**src/design/ibp_pkg.sv**
```systemverilog
// Shared types and codes for the interval breakpoint partition block.
// Depends on nothing; imported by ibp_scan and interval_breakpoint_partition.
`default_nettype none

package ibp_pkg;

    localparam logic [1:0] CMD_INSERT = 2'd0;
    localparam logic [1:0] CMD_COVER  = 2'd1;
    localparam logic [1:0] CMD_LIST   = 2'd2;

    localparam logic [1:0] STAT_OK    = 2'd0;
    localparam logic [1:0] STAT_FULL  = 2'd1;
    localparam logic [1:0] STAT_BAD   = 2'd2;

    localparam logic [31:0] TOP_VALUE = 32'hFFFF_FFFF;

    typedef struct packed {
        logic [1:0]  command;
        logic [31:0] range_start;
        logic [31:0] range_end;
    } req_t;

    typedef struct packed {
        logic [31:0] out_start;
        logic [31:0] out_end;
        logic        has_range;
        logic        last;
        logic [1:0]  status;
    } rsp_t;

    typedef struct packed {
        logic clear;
        logic sample;
    } scan_ctl_t;

    typedef struct packed {
        logic start_hit;
        logic end_hit;
    } scan_hit_t;

endpackage

`default_nettype wire

```
**src/design/ibp_scan.sv**
```systemverilog
// Table scan accumulator: counts entries below the range bounds and flags exact hits.
// Depends on ibp_pkg; fed one table entry per sample from the top level's memory.
`default_nettype none

module ibp_scan
    import ibp_pkg::*;
#(
    parameter int CW = 7
)
(
    input  wire logic            clk,
    input  wire logic            rst_n,
    input  wire scan_ctl_t       ctl,
    input  wire logic [31:0]     key_start,
    input  wire logic [31:0]     key_end,
    input  wire logic [31:0]     entry,
    output logic      [CW-1:0]   below_start,
    output logic      [CW-1:0]   below_end,
    output scan_hit_t            hit
);

    logic [CW-1:0] below_start_reg;
    logic [CW-1:0] below_start_next;
    logic [CW-1:0] below_end_reg;
    logic [CW-1:0] below_end_next;
    scan_hit_t     hit_reg;
    scan_hit_t     hit_next;

    always_comb
    begin
        below_start_next = below_start_reg;
        below_end_next   = below_end_reg;
        hit_next         = hit_reg;
        if (ctl.clear)
        begin
            below_start_next = '0;
            below_end_next   = '0;
            hit_next         = '0;
        end
        else if (ctl.sample)
        begin
            if (entry < key_start)
            begin
                below_start_next = below_start_reg + CW'(1);
            end
            if (entry < key_end)
            begin
                below_end_next = below_end_reg + CW'(1);
            end
            if (entry == key_start)
            begin
                hit_next.start_hit = 1'b1;
            end
            if (entry == key_end)
            begin
                hit_next.end_hit = 1'b1;
            end
        end
    end

    always_ff @(posedge clk or negedge rst_n)
    begin
        if (!rst_n)
        begin
            below_start_reg <= '0;
            below_end_reg   <= '0;
            hit_reg         <= '0;
        end
        else
        begin
            below_start_reg <= below_start_next;
            below_end_reg   <= below_end_next;
            hit_reg         <= hit_next;
        end
    end

    assign below_start = below_start_reg;
    assign below_end   = below_end_reg;
    assign hit         = hit_reg;

endmodule

`default_nettype wire

```
**src/design/interval_breakpoint_partition.sv**
```systemverilog
// Top level of the interval breakpoint partition: sequencer, point memory, result register.
// Depends on ibp_pkg and ibp_scan.
//
//   channel | signals                        | transaction
//   --------+--------------------------------+-------------------------------------
//   req     | req_valid, req_ready, req      | one command: insert, cover or list
//   rsp     | rsp_valid, rsp_ready, rsp      | one result; a run ends with last = 1
//
// Flow: a command with an immediate answer passes through S_RESP only. Insert and cover first scan
// the point_count stored points through the memory read port (one per cycle); an insert
// then shifts the table up once per new point (one entry per cycle through the single
// write port). Cover and list then stream one range per cycle while the output register
// is free. Reset clears the count only; the point memory is not cleared and its entries
// beyond the count are stale and never read. req_ready is high only between commands;
// a result waiting in the output register stalls the emitter, not the next acceptance.
`default_nettype none

module interval_breakpoint_partition
    import ibp_pkg::*;
#(
    parameter int TABLE_DEPTH = 64
)
(
    input  wire logic clk,
    input  wire logic rst_n,
    input  wire logic req_valid,
    output logic      req_ready,
    input  wire req_t req,
    output logic      rsp_valid,
    input  wire logic rsp_ready,
    output rsp_t      rsp
);

    localparam int AW = $clog2(TABLE_DEPTH);
    localparam int CW = $clog2(TABLE_DEPTH + 1);
    localparam logic [CW-1:0] DEPTH_C = CW'(TABLE_DEPTH);

    localparam logic [2:0] S_IDLE  = 3'd0;
    localparam logic [2:0] S_SCAN  = 3'd1;
    localparam logic [2:0] S_EVAL  = 3'd2;
    localparam logic [2:0] S_SHIFT = 3'd3;
    localparam logic [2:0] S_EMRD  = 3'd4;
    localparam logic [2:0] S_EMIT  = 3'd5;
    localparam logic [2:0] S_RESP  = 3'd6;

    // point memory
    logic [31:0]   mem [TABLE_DEPTH];
    logic          rd_en;
    logic [AW-1:0] rd_addr;
    logic [31:0]   rd_data_reg;
    logic          wr_en;
    logic [AW-1:0] wr_addr;
    logic [31:0]   wr_data;

    // control
    logic [2:0]    state_reg, state_next;
    logic [CW-1:0] count_reg, count_next;
    logic [CW-1:0] idx_reg, idx_next;
    logic          pend_reg, pend_next;
    logic          do_e_reg, do_e_next;
    logic          first_reg, first_next;
    logic          rsp_valid_reg, rsp_valid_next;

    // payload
    req_t          req_reg, req_next;
    logic [AW-1:0] dst_reg, dst_next;
    logic [CW-1:0] k_reg, k_next;
    logic [31:0]   v_reg, v_next;
    logic [CW-1:0] lim_reg, lim_next;
    logic [31:0]   prev_reg, prev_next;
    logic [1:0]    stat_reg, stat_next;
    rsp_t          rsp_reg;

    logic          rsp_load;
    rsp_t          rsp_load_data;
    logic          rsp_free;

    scan_ctl_t     scan_ctl;
    logic [CW-1:0] below_start;
    logic [CW-1:0] below_end;
    scan_hit_t     scan_hit;

    // evaluation terms
    logic          need_s;
    logic          need_e;
    logic [CW:0]   total;
    logic [CW-1:0] lo_adj;
    logic [CW-1:0] cnt_m1;
    logic [CW-1:0] lim_cover;
    logic [CW-1:0] idx_inc;

    ibp_scan #(
        .CW (CW)
    ) u_scan (
        .clk         (clk),
        .rst_n       (rst_n),
        .ctl         (scan_ctl),
        .key_start   (req_reg.range_start),
        .key_end     (req_reg.range_end),
        .entry       (rd_data_reg),
        .below_start (below_start),
        .below_end   (below_end),
        .hit         (scan_hit)
    );

    always_ff @(posedge clk)
    begin
        if (wr_en)
        begin
            mem[wr_addr] <= wr_data;
        end
    end

    always_ff @(posedge clk)
    begin
        if (rd_en)
        begin
            rd_data_reg <= mem[rd_addr];
        end
    end

    assign rsp_free  = !rsp_valid_reg || rsp_ready;
    assign req_ready = (state_reg == S_IDLE);
    assign idx_inc   = idx_reg + CW'(1);

    always_comb
    begin
        need_s    = !scan_hit.start_hit;
        need_e    = (req_reg.range_end != TOP_VALUE) && !scan_hit.end_hit;
        total     = {1'b0, count_reg} + (CW+1)'(need_s) + (CW+1)'(need_e);
        lo_adj    = below_start;
        if ((below_start != '0) && !scan_hit.start_hit)
        begin
            lo_adj = below_start - CW'(1);
        end
        cnt_m1    = count_reg - CW'(1);
        lim_cover = (below_end < cnt_m1) ? below_end : cnt_m1;
    end

    always_comb
    begin
        state_next    = state_reg;
        count_next    = count_reg;
        idx_next      = idx_reg;
        pend_next     = pend_reg;
        do_e_next     = do_e_reg;
        first_next    = first_reg;
        req_next      = req_reg;
        dst_next      = dst_reg;
        k_next        = k_reg;
        v_next        = v_reg;
        lim_next      = lim_reg;
        prev_next     = prev_reg;
        stat_next     = stat_reg;
        rd_en         = 1'b0;
        rd_addr       = idx_reg[AW-1:0];
        wr_en         = 1'b0;
        wr_addr       = dst_reg;
        wr_data       = rd_data_reg;
        rsp_load      = 1'b0;
        rsp_load_data = '0;
        scan_ctl      = '0;

        unique case (state_reg)
            S_IDLE:
            begin
                if (req_valid)
                begin
                    req_next       = req;
                    scan_ctl.clear = 1'b1;
                    idx_next       = '0;
                    pend_next      = 1'b0;
                    stat_next      = STAT_OK;
                    state_next     = S_RESP;
                    unique case (req.command)
                        CMD_INSERT, CMD_COVER:
                        begin
                            if (req.range_start > req.range_end)
                            begin
                                stat_next = STAT_BAD;
                            end
                            else if (req.range_start != req.range_end)
                            begin
                                state_next = S_SCAN;
                            end
                        end
                        CMD_LIST:
                        begin
                            if (count_reg >= CW'(2))
                            begin
                                lim_next   = count_reg - CW'(1);
                                state_next = S_EMRD;
                            end
                        end
                        default:
                        begin
                            stat_next = STAT_OK;
                        end
                    endcase
                end
            end

            S_SCAN:
            begin
                scan_ctl.sample = pend_reg;
                if (idx_reg < count_reg)
                begin
                    rd_en     = 1'b1;
                    idx_next  = idx_inc;
                    pend_next = 1'b1;
                end
                else
                begin
                    // last sample lands this cycle; counts are final in S_EVAL
                    pend_next  = 1'b0;
                    state_next = S_EVAL;
                end
            end

            S_EVAL:
            begin
                stat_next  = STAT_OK;
                state_next = S_RESP;
                if (req_reg.command == CMD_INSERT)
                begin
                    if (total > {1'b0, DEPTH_C})
                    begin
                        stat_next = STAT_FULL;
                    end
                    else if (need_s)
                    begin
                        k_next     = below_start;
                        v_next     = req_reg.range_start;
                        idx_next   = count_reg;
                        pend_next  = 1'b0;
                        do_e_next  = need_e;
                        state_next = S_SHIFT;
                    end
                    else if (need_e)
                    begin
                        k_next     = below_end;
                        v_next     = req_reg.range_end;
                        idx_next   = count_reg;
                        pend_next  = 1'b0;
                        do_e_next  = 1'b0;
                        state_next = S_SHIFT;
                    end
                end
                else if ((count_reg != '0) && (lo_adj < lim_cover))
                begin
                    idx_next   = lo_adj;
                    lim_next   = lim_cover;
                    state_next = S_EMRD;
                end
            end

            S_SHIFT:
            begin
                // read entry j-1, write it to j next cycle; writes trail reads upward
                if (idx_reg > k_reg)
                begin
                    rd_en     = 1'b1;
                    rd_addr   = AW'(idx_reg - CW'(1));
                    dst_next  = idx_reg[AW-1:0];
                    idx_next  = idx_reg - CW'(1);
                    pend_next = 1'b1;
                end
                else
                begin
                    pend_next = 1'b0;
                end

                if (pend_reg)
                begin
                    wr_en   = 1'b1;
                    wr_addr = dst_reg;
                    wr_data = rd_data_reg;
                end
                else if (idx_reg <= k_reg)
                begin
                    wr_en      = 1'b1;
                    wr_addr    = k_reg[AW-1:0];
                    wr_data    = v_reg;
                    count_next = count_reg + CW'(1);
                    if (do_e_reg)
                    begin
                        // end point lands one slot higher, past the new start
                        k_next    = below_end + CW'(1);
                        v_next    = req_reg.range_end;
                        idx_next  = count_reg + CW'(1);
                        do_e_next = 1'b0;
                    end
                    else
                    begin
                        stat_next  = STAT_OK;
                        state_next = S_RESP;
                    end
                end
            end

            S_EMRD:
            begin
                rd_en      = 1'b1;
                first_next = 1'b1;
                state_next = S_EMIT;
            end

            S_EMIT:
            begin
                if (first_reg)
                begin
                    prev_next  = rd_data_reg;
                    rd_en      = 1'b1;
                    rd_addr    = idx_inc[AW-1:0];
                    idx_next   = idx_inc;
                    first_next = 1'b0;
                end
                else if (rsp_free)
                begin
                    rsp_load                = 1'b1;
                    rsp_load_data.out_start = prev_reg;
                    rsp_load_data.out_end   = rd_data_reg;
                    rsp_load_data.has_range = 1'b1;
                    rsp_load_data.last      = (idx_reg == lim_reg);
                    rsp_load_data.status    = STAT_OK;
                    prev_next               = rd_data_reg;
                    if (idx_reg == lim_reg)
                    begin
                        state_next = S_IDLE;
                    end
                    else
                    begin
                        rd_en    = 1'b1;
                        rd_addr  = idx_inc[AW-1:0];
                        idx_next = idx_inc;
                    end
                end
            end

            S_RESP:
            begin
                if (rsp_free)
                begin
                    rsp_load             = 1'b1;
                    rsp_load_data.last   = 1'b1;
                    rsp_load_data.status = stat_reg;
                    state_next           = S_IDLE;
                end
            end

            default:
            begin
                state_next = S_IDLE;
            end
        endcase
    end

    always_comb
    begin
        rsp_valid_next = rsp_valid_reg;
        if (rsp_load)
        begin
            rsp_valid_next = 1'b1;
        end
        else if (rsp_ready)
        begin
            rsp_valid_next = 1'b0;
        end
    end

    always_ff @(posedge clk or negedge rst_n)
    begin
        if (!rst_n)
        begin
            state_reg     <= S_IDLE;
            count_reg     <= '0;
            idx_reg       <= '0;
            pend_reg      <= 1'b0;
            do_e_reg      <= 1'b0;
            first_reg     <= 1'b0;
            rsp_valid_reg <= 1'b0;
        end
        else
        begin
            state_reg     <= state_next;
            count_reg     <= count_next;
            idx_reg       <= idx_next;
            pend_reg      <= pend_next;
            do_e_reg      <= do_e_next;
            first_reg     <= first_next;
            rsp_valid_reg <= rsp_valid_next;
        end
    end

    always_ff @(posedge clk)
    begin
        req_reg  <= req_next;
        dst_reg  <= dst_next;
        k_reg    <= k_next;
        v_reg    <= v_next;
        lim_reg  <= lim_next;
        prev_reg <= prev_next;
        stat_reg <= stat_next;
        if (rsp_load)
        begin
            rsp_reg <= rsp_load_data;
        end
    end

    assign rsp_valid = rsp_valid_reg;
    assign rsp       = rsp_reg;

endmodule

`default_nettype wire

```
**config.mk**
```make
export PLATFORM = sky130hd
export DESIGN_NAME = interval_breakpoint_partition
export DESIGN_NICKNAME = d
export VERILOG_FILES = /design/src/design/ibp_pkg.sv /design/src/design/ibp_scan.sv /design/src/design/interval_breakpoint_partition.sv
export SDC_FILE = /design/constraint.sdc
export NUM_CORES = 2
export LEC_CHECK = 0
export BUFFER_PORTS_ARGS = -buffer_cell sky130_fd_sc_hd__buf_2
export CORE_AREA = 8 8 475 384
export DETAILED_ROUTE_END_ITERATION = 8
export DIE_AREA = 0 0 483 392
export PLACE_DENSITY = 0.71
export SYNTH_ARGS = -nofsm -noshare
export SYNTH_HDL_FRONTEND = slang
export SYNTH_SLANG_ARGS = --single-unit
```
**constraint.sdc**
```tcl
create_clock -name clk -period 9.6 [get_ports clk]
set_input_delay 0.96 -clock clk [delete_from_list [all_inputs] [get_ports clk]]
set_output_delay 0.96 -clock clk [all_outputs]
set_load 0.01 [all_outputs]
```
==> flow_metrics.py <==
metrics = {
    "run_status": {
        "status": "completed",
    },
    "clock_tree": {
        "numCtsBuffers": 212,
        "cts.repair.resized": 0,
        "cts_sinks": 2337,
        "clockBufferDepth": 3,
        "path_clk_slew_ps": 70,
        "tritoncts": "built",
        "htree_levels": 4,
        "cts_hold_buffers": 0,
        "clock_latency_ps": 870,
        "post_cts_buffers": 0,
        "cts_root_buffer": "clkbuf_16",
    },
    "synth": {
        "synthXorXnorAreaFrac": 0.00392,
        "synthArstFlopShare": 0.0158,
        "synth.area.mux_share": 0.0175,
        "synth_compound_area_frac": 0.0846,
        "avgSynthCellArea_um2": 13.7,
        "synthAdderAreaFrac": 0.0172,
        "synth_edf_count": 2300,
        "yosys_warnings": 0,
        "synthFlopType": "edfxtp_1",
        "syn_area_mm2": 0.0955,
        "syn-num-nets": 7171,
        "yosys.area_share.simple": 0.119,
        "synth_top_family_by_area": "simple AND/OR/NAND/NOR gates",
        "synth_cell_type_count": 81,
        "ys_seq_area_frac": 0.733,
        "yosys_register_bits": 2337,
        "synthCells": 6970,
    },
    "place": {
        "place_ws_ps": 2780,
        "numPortBuffers": 139,
        "placed_area_mm2": 0.0995,
        "dp_hpwl_um": 175000,
        "routabilityCongestion": 0.974,
    },
    "routing": {
        "drt_iter0_markers": 10723,
        "vias": 63513,
        "viasPerCell": 6.62,
        "wl_um": 297000,
        "wl_per_cell_um": 31.0,
        "drc": 0,
        "ant_nets": 0,
        "firstDrtPassIters": 6,
    },
    "power": {
        "vdd_drop_max_uv": 330,
        "p_seq_frac": 0.405,
        "p_per_area_mw_per_mm2": 334,
        "p_sw_uw": 14000,
        "p_sw_frac": 0.394,
        "internal-power_uw": 21500,
        "clkPwrFrac": 0.237,
        "p_leak_uw": 0.0363,
        "comb_power_share": 0.359,
    },
    "layout": {
        "syn_to_final_growth_pct": 11.4,
        "drive_gt1_frac": 0.114,
        "finalNetCount": 7278,
        "layout_common_cells": "2300 x edfxtp_1, 1331 x nand2_1, 298 x nand3_1",
        "fillers": 12852,
        "fin_util": 0.608,
        "ff_latch_area_mm2": 0.0700,
        "final_area_mm2": 0.106,
        "layout_commonest_cell": "edfxtp_1",
        "multi_input_area_mm2": 0.0239,
        "largest_register_ffs": 2048,
    },
    "timing": {
        "relSlewSlack": 0.0503,
        "hold_violations": 0,
        "rsz0062_at_grt": "no",
        "max_freq_mhz": 140,
        "setup_viol": 0,
        "slew_viol_final": 0,
        "tns_ps": 0,
        "fin_crit_ps": 7130,
        "setup_slack_ps": 2470,
        "tightest_slew_ps": 1410,
        "finalClockSkew_ps": 46.2,
        "post-route-period-util": 0.743,
    },
    "floorplan": {
        "die_h_um": 392,
        "coreArea_mm2": 0.175,
        "die_x_um": 483,
        "placementRows": 138,
        "initial_utilization": 0.546,
        "dieArea_mm2": 0.189,
        "io_pins": 140,
    },
    "global_routing": {
        "grt_pass1_vias": 59471,
        "antenna_found_initial": 21,
        "grt_pass1_wl_um": 423000,
        "grt-ovfl-total": 0,
        "track_usage": 0.304,
        "grt_max_degree": 161,
    },
    "flow_run": {
        "max-cap-violations": 0,
    },
    "worst_setup_path": {
        "crit_type": "reg -> reg",
        "crit_buf_inv": 2,
        "endpoint_kind": "register",
        "path_max_fanout": 41,
        "start_kind": "register",
        "slowest_delay_ps": 1020,
        "cp_data_required_time_ps": 10330,
        "crit_arrival_ps": 7870,
        "cp_slowest_cell": "nor4_1",
        "path_cells": "nand2_1 -> a211oi_4 -> a32o_1 -> or2_4 -> buf_4 -> buf_4 -> nor2_1 -> nand2_1 -> o22ai_1 -> nor4_1 -> and3_1",
        "crit_family": "simple AND/OR/NAND/NOR gates",
    },
    "min_path": {
        "hp-class": "in -> async",
    },
}
[final timing paths]
kind,startpoint,to,slack (ps),cells past startpoint
setup / recovery,state_reg[0],rd_data_reg[19],2470,11
hold / removal,rst_n,u_scan.below_end[2],260,1
setup reg to reg,state_reg[0],rd_data_reg[19],2470,11
hold reg to reg,prev_reg[26],rsp[62],500,1
max in group asynchronous,rst_n,state_reg[1],8740,1
min in group clk,req[9],req_reg[9],290,1
[kinds of logic (layout without fill, tap and decap cells)]
family,count (synthesis),in the layout
AO/OA/AOI/OAI,1247,1247
XOR/XNOR,41,41
adder cells (fa/ha/maj),131,131
buffers and inverters,570,850
flip-flops,2337,2337
multiplexers,112,112
other,0,30
AND/OR/NAND/NOR,2532,2532
[power by group through the flow]
| stage | logic [uW] | registers, uW | clock network (uW) |
|---|---|---|---|
| after global placement | 12000 | 14500 | 0 |
| after CTS | 12300 | 14300 | 8430 |
| after floorplan | 7200 | 14300 | 0 |
| final | 12700 | 14400 | 8400 |
| after detailed placement | 12300 | 14500 | 0 |
| after global routing | 13300 | 14400 | 8820 |
[worst register-to-register path: cells and delay by family (launching register included)]
kind                   cells  cell delay, ps
AND/OR/NAND/NOR            6            3230
AO/OA/AOI/OAI              3            1810
buffers and inverters      2            1160
flip-flops                 1             820
[cell usage after synthesis, types with 8 or more instances]
master,count,area [um^2]
ha_1,130,1630
edfxtp_1,2300,69100
nand2b_1,14,87.6
nor2b_1,10,62.6
nand4_1,41,257
buf_6,8,90.1
o221ai_1,43,377
or3_1,15,93.8
mux4_2,43,968
and4_1,10,87.6
and3_1,251,1570
xnor2_1,25,219
a21o_1,47,353
a211oi_1,218,1640
mux2_2,8,90.1
dfrtp_1,37,926
o21ai_0,219,1100
nor3_1,78,390
a311oi_1,11,96.3
a221oi_1,8,70.1
a32oi_1,39,342
o21ai_1,8,40.0
nand2_1,1364,5120
clkbuf_1,238,893
mux2i_1,60,601
nor2_1,301,1130
nand3_1,299,1500
xor2_1,14,123
a31oi_1,278,1740
and2_1,71,444
nor4_1,39,244
o21a_1,15,113
buf_1,43,161
buf_2,136,681
inv_1,128,480
o22ai_1,125,782
buf_4,15,113
a21oi_1,182,911
[cell type report]
type                            count  share of cell area
Antenna cell                       30            0.000705
Sequential cell                  2337               0.658
Timing Repair Buffer              333              0.0217
Inverter                          130             0.00459
Multi-Input combinational cell   4063               0.224
Tap cell                         2310              0.0272
Clock inverter                    143              0.0125
Clock buffer                      244              0.0515
[per-stage QoR]
step | cells | hold slack, ps | power [uW]
detailed placement | 9173 | 501 | 26800
CTS | 9560 | 241 | 35100
global placement | 9172 | 484 | 26600
finish | 9590 | 259 | 35500
global route | 9560 | 264 | 36500
floorplan | 6970 | 426 | 21500
[layer usage]
| layer | global-route usage | share of wire | vias up |
|---|---|---|---|
| met5 | 0 | 0.000024 | - |
| met4 | 0.145 | 0.055 | 2 |
| met3 | 0.0886 | 0.15 | 741 |
| met2 | 0.446 | 0.43 | 4918 |
| met1 | 0.423 | 0.37 | 31279 |
| li1 | - | - | 26573 |
Note: power is estimated with default switching activity, not from simulation.
